## src/hw/rtl/aat_pkg.sv

```systemverilog
// ----------------------------------------------------------------------------
// aat_pkg
// Shared types and constants for the box affine transform: the box payloads,
// register indexes, reset values and the widths used along the datapath.
// ----------------------------------------------------------------------------
package aat_pkg;

  localparam int unsigned CoordW  = 32;
  localparam int unsigned CoeffW  = 16;
  localparam int unsigned RowW    = 3 * CoeffW;
  localparam int unsigned ProdW   = CoordW + CoeffW;
  localparam int unsigned FracSh  = 14;
  localparam int unsigned SumW    = ProdW + 4;
  localparam int unsigned FloorW  = SumW - FracSh;
  localparam int unsigned CfgIdxW = 3;
  localparam int unsigned CfgW    = RowW;

  // register indexes on the configuration port
  localparam logic [CfgIdxW-1:0] RegRowX = 3'd0;
  localparam logic [CfgIdxW-1:0] RegRowY = 3'd1;
  localparam logic [CfgIdxW-1:0] RegRowZ = 3'd2;
  localparam logic [CfgIdxW-1:0] RegOffX = 3'd3;
  localparam logic [CfgIdxW-1:0] RegOffY = 3'd4;
  localparam logic [CfgIdxW-1:0] RegOffZ = 3'd5;

  // identity matrix, zero translation
  localparam logic [RowW-1:0] RowXReset = 48'h0000_0000_4000;
  localparam logic [RowW-1:0] RowYReset = 48'h0000_4000_0000;
  localparam logic [RowW-1:0] RowZReset = 48'h4000_0000_0000;

  typedef logic signed [CoordW-1:0] coord_t;
  typedef logic signed [ProdW-1:0]  prod_t;
  typedef coord_t [2:0]             vec3_t;

  typedef struct packed {
    coord_t in_min_x;
    coord_t in_min_y;
    coord_t in_min_z;
    coord_t in_max_x;
    coord_t in_max_y;
    coord_t in_max_z;
  } in_box_t;

  typedef struct packed {
    coord_t out_min_x;
    coord_t out_min_y;
    coord_t out_min_z;
    coord_t out_max_x;
    coord_t out_max_y;
    coord_t out_max_z;
  } out_box_t;

endpackage

```

## src/hw/rtl/aat_reduce.sv

```systemverilog
// ----------------------------------------------------------------------------
// aat_reduce
// Sums three registered terms and the scaled offset at full precision, floors
// back to Q16.16 and saturates to 32 bits.
// ----------------------------------------------------------------------------
module aat_reduce (
  input  aat_pkg::prod_t [2:0] terms,
  input  aat_pkg::coord_t      offset,
  output aat_pkg::coord_t      result
);

  localparam int unsigned ExtP = aat_pkg::SumW - aat_pkg::ProdW;
  localparam int unsigned ExtO = aat_pkg::SumW - aat_pkg::CoordW - aat_pkg::FracSh;
  localparam int unsigned TopW = aat_pkg::FloorW - aat_pkg::CoordW + 1;

  logic signed [aat_pkg::SumW-1:0]   sum;
  logic signed [aat_pkg::FloorW-1:0] floored;
  logic [TopW-1:0]                   top_bits;

  always_comb begin
    sum = {{ExtP{terms[0][aat_pkg::ProdW-1]}}, terms[0]}
        + {{ExtP{terms[1][aat_pkg::ProdW-1]}}, terms[1]}
        + {{ExtP{terms[2][aat_pkg::ProdW-1]}}, terms[2]}
        + {{ExtO{offset[aat_pkg::CoordW-1]}}, offset, {aat_pkg::FracSh{1'b0}}};
    // dropping the low bits of a two's complement value floors it
    floored  = sum[aat_pkg::SumW-1:aat_pkg::FracSh];
    top_bits = floored[aat_pkg::FloorW-1:aat_pkg::CoordW-1];
    if (top_bits == '0 || top_bits == '1) begin
      result = floored[aat_pkg::CoordW-1:0];
    end else if (floored[aat_pkg::FloorW-1]) begin
      result = {1'b1, {(aat_pkg::CoordW-1){1'b0}}};
    end else begin
      result = {1'b0, {(aat_pkg::CoordW-1){1'b1}}};
    end
  end

endmodule

```

## config.mk

```make
export PLATFORM = sky130hd
export DESIGN_NAME = aat_reduce
export DESIGN_NICKNAME = d
export VERILOG_FILES = /design/src/hw/rtl/aat_pkg.sv /design/src/hw/rtl/aat_reduce.sv
export SDC_FILE = /design/constraint.sdc
export NUM_CORES = 1
export LEC_CHECK = 0
export BUFFER_PORTS_ARGS = -buffer_cell sky130_fd_sc_hd__buf_2
export CORE_ASPECT_RATIO = 0.6
export CORE_MARGIN = 5
export CORE_UTILIZATION = 53
export DETAILED_ROUTE_END_ITERATION = 7
export GPL_ROUTABILITY_DRIVEN = 0
export PLACE_DENSITY = 0.83
export SLEW_MARGIN = 20
export SYNTH_ARGS = -nofsm -noshare
export SYNTH_HDL_FRONTEND = slang
export SYNTH_SLANG_ARGS = --single-unit
```

## constraint.sdc

```tcl
create_clock -name vclk -period 5.2
set_input_delay 0.52 -clock vclk [all_inputs]
set_output_delay 0.52 -clock vclk [all_outputs]
set_load 0.01 [all_outputs]
```

======== Word-level counts from Yosys, hierarchy flattened ========
Cells that the tools add are included.
Widths: inputs -> output; s select.
word-level totals
  flip-flop bits (word level) ............. 0
  input port bits ......................... 176
  output and inout bits ................... 32
  word-level logic and storage cells ...... 8
cells by class
  add/sub/neg operators ................... 3
  eq/ne operators ......................... 1
  mux-type cells .......................... 2
  reductions and logical operators ........ 2
operators with widths
  operator            count
  $mux 32             2
  $add 50x46->51      1
  $add 49x48->50      1
  $add 48x48->49      1
  $eq 7x7->1 const B  1
  $logic_not 7->1     1
  $logic_or 1x1->1    1

======== Logic depth before layout (Yosys ltp) ========
  word-level depth ........................ 6
  mapped depth ............................ 17
  gate-level depth less buffers ........... 15

======== Worst setup path before layout ========
Ideal clock, no wire load.
  path type ............................... input to output
  start point ............................. input port offset[18]
  end point ............................... output port result[10]
  arrival time ............................ 4106 ps
  data required time ...................... 4680 ps
  setup slack ............................. 574 ps
  stages .................................. 17
  buffers on the path ..................... 2
  cells stage by stage .................... inv_1 fa_1 fa_1 inv_1 ha_1 buf_4 nand4_2 nor4_2 nand2_1 a211oi_2 o21ai_2 o21ai_2 a31oi_4 xnor2_2 o41ai_4 buf_6 a21oi_2
on the way
  longest elaborated chain between the ends .. 4
  elaborated cells between the ends (all ways) .. 6
  classes of those cells .................. add/sub: 1; eq/ne: 1; mux: 2; reduce/logical: 2
ends and longest elaborated chain
  what                                           RTL line          RTL
  start, declared                                aat_reduce.sv:8   input aat_pkg::coord_t offset,
  $add 50x46->51 *                               aat_reduce.sv:24  + {{ExtO{offset[aat_pkg::CoordW-1]}}, offset, {aat_pkg::FracSh{1'b0}}};
  $eq 7x7->1 or $logic_not 7->1 (tied branches)  aat_reduce.sv:28  if (top_bits == '0 || top_bits == '1) begin
  $logic_or 1x1->1                               aat_reduce.sv:28
  $mux 32 *                                      aat_reduce.sv:28
  end, declared                                  aat_reduce.sv:9   output aat_pkg::coord_t result
Every way passes the cells marked *; elsewhere a longest branch is shown, timed or not.

======== Worst setup path in the final report ========
  start point ............................. input port offset[27]
  end point ............................... output port result[1]
The elaborated chain is that of the path after synthesis.

==> results by group <==
Route
  • Wl on met1: about 6600 um
  • Drt total wl: between 10000 and 15000 um
  • TritonRoute pass-1 iters: 5
  • DRT iter0 DRCs: around 250
  • Vias: 5408
  • DR WL met2: 6798 um
  • Antenna viol nets, final: 0
  • Routed length per instance: 14.18 um
  • WL met3: between 1000 and 1500 um
  • Vias per cell: slightly above 5
  • DRC viols: 0
  • Highest Signal Layer: met4

Synthesis
  • Yosys top cell by area: fa_1
  • Largest cells by area after synthesis: fa_1, ha_1, inv_1
  • Unique masters post-synth: 59
  • Synth warnings: 0
  • Mapped Cells: just under 700
  • Top cell type's share of synthesized area: a little under 30%
  • Sequential area share after synthesis: 0%
  • Syn avg cell area: roughly 8 sq um
  • Netlist Area Pre-Place: around 5600 sq um
  • Syn Nets: between 1000 and 1500

Power and ir drop
  • Total power: ~0.0030 W
  • P_leak: 3.824 nW
  • Pwr Density: approximately 440 nW/um^2
  • VDD IR-drop max: 249.8 uV

Final layout
  • Nets@finish: roughly 1200
  • Register Area: 0 sq um
  • N_diodes: 0
  • Fin cells: approximately 1000
  • Synth-to-Final Area Change: 23.89%
  • Share of cells above drive strength 1: 34.11%
  • Num sequential: 0
  • Design area: just under 7000 sq um
  • # clk buffers: 0

Placement
  • Area after DPL: 6739 sq um
  • Post-place setup slack: -0.03981 ns
  • Port Buffer Count: 208
  • DPL Wire Length: ~13000 um
  • Cells after DPL: between 1000 and 1500

Floorplan
  • I/O pins: 208
  • Site row count: 29
  • Die width: 142.4 um
  • DIE AREA: between 10000 and 15000 sq um
  • Initial core utilization: 53.56%
  • Die Y-Extent: between 80 and 90 um
  • Core footprint: roughly 10000 sq um

Timing
  • Max Clock Freq: a little under 0.2 GHz
  • Pins Over Slew Limit: 0
  • Period utilization: 97.41%
  • Post-route setup slack: 0.1348 ns
  • Relative slew slack: between 60% and 70%
  • Min Tclk post-route: approximately 5 ns
  • Final Hold Viols: 0
  • Worst Tran Pin Value: between 0.5 and 0.6 ns
  • Final setup vio count: 0

Global routing
  • Grt ovf: 0
  • Antenna violations before repair: 0
  • First-pass GRT wire length: between 20000 and 25000 um
  • Number of global-route vias before repair: between 5000 and 6000
  • Total GRT Usage: ~22%
  • Largest net degree at the start of global routing: 19

Setup path
  • Top delay family on crit path: compound AO/OA/AOI/OAI gates
  • CP required: between 4 and 5 ns
  • CP max FO: 18
  • Worst Setup End Kind: output pin
  • Setup Crit Path Kind: input port to output pin
  • CP startpoint kind: input port
  • CP max-delay cell: fa_1
  • WP buf/inv: 6
  • Worst EP arrival: roughly 4.6 ns
  • CP max stage delay: 0.52 ns
  • CP Cell Sequence: buf_2 -> inv_1 -> fa_1 -> fa_1 -> inv_1 -> ha_1 -> a21o_1 -> a21o_1 -> a21oi_1 -> nor2_1 -> a211oi_1 -> o21ai_4 -> a31oi_4 -> xnor2_2 -> buf_4 -> a41oi_4 -> buf_12 -> a21oi_2 -> buf_2

Hold path
  • Hold Path Class: input port to output pin

Job
  • Max cap viols: 0

Outcome
  • Status: finished clean
what timing repair did:
| item | 4_1_cts | 5_1_grt |
|---|---|---|
| hold buffers | 0 | 0 |
| buffers inserted | 0 | 5 |
| endpoints found under the hold margin | 0 | 0 |
| pin swaps | 0 | 14 |
| setup endpoints to repair | 13 | 31 |
| resized for setup | 1 | 26 |
| gates cloned | 0 | 1 |
routing by layer:
layer  vias up  GRT usage (%)
met2       228          37.27
met3        16          2.031
li1       2656              -
met1      2508          32.60
met5         -              0
met4         0          2.071
metrics by stage:
stage	TNS, ns	utilization [%]	hold slack, ns
after floorplan	0	-	1.596
after global placement	0	64.71	1.902
after detailed placement	-0.2757	64.71	1.951
after CTS	0	64.75	1.947
after global routing	-0.2815	66.36	1.981
final	0	66.36	1.919
power by group:
group | internal [W] | total (W) | switching, W
logic | 0.00126 | 0.00303 | 0.00177
registers | 0 | 0 | 0
clock network | 0 | 0 | 0
total | 0.00126 | 0.00303 | 0.00177
cells by family after synthesis:
group	after synthesis	synth area share, %
compound gates	174	22.99
xor+xnor	35	5.630
fa+ha+maj	142	42.89
buf+inv	218	17.41
simple gates	125	11.08
path summary, 6_finish.rpt:
| path | cells past startpoint | slack [ns] | startpoint | endpoint |
|---|---|---|---|---|
| max | 19 | 0.13 | offset[27] | result[1] |
| min | 6 | 1.92 | terms[110] | result[0] |
placed cells by master (no fill, tap or decap), types with 2 or more instances in the layout:
master / count
buf_2: 208
buf_4: 23
a41oi_1: 4
and3_1: 2
o211ai_1: 6
o21bai_1: 5
nand2_1: 43
o31ai_1: 3
a21o_1: 16
and3_2: 2
o21a_1: 6
a21oi_1: 43
o31a_1: 2
nor2b_1: 2
o21ai_2: 3
nand3_1: 9
nand4_1: 16
o21ai_1: 3
a211oi_2: 2
and2_1: 3
ha_2: 7
xor2_1: 17
a2111oi_2: 2
a31oi_1: 3
ha_1: 52
nor3_1: 8
xnor2_1: 16
fa_1: 82
nor2_1: 29
a21boi_0: 2
buf_12: 2
a211oi_1: 3
a21oi_2: 35
inv_1: 194
o21ai_0: 21
synth_stat cells, types with 16 or more instances:
master	number
inv_1	194
o21ai_0	21
xnor2_1	16
nand2_1	43
a21oi_1	46
ha_1	60
fa_1	82
xor2_1	18
a21o_1	16
nand4_1	16
nor2_1	29
a21oi_2	32
layout make-up:
class,count,area (sq um)
tap,139,173.9
fill,929,3503
inverter,194,728.2
multi-input combinational,476,4721
timing repair buffer,236,1287
worst min-delay path, stage by stage:
cell and delay [ns]:
buf_2 0.10, fa_1 0.22, ha_4 0.17, xnor2_1 0.18, a21oi_1 0.08, buf_2 0.14
No activity file was read; power rests on OpenSTA's default activity.
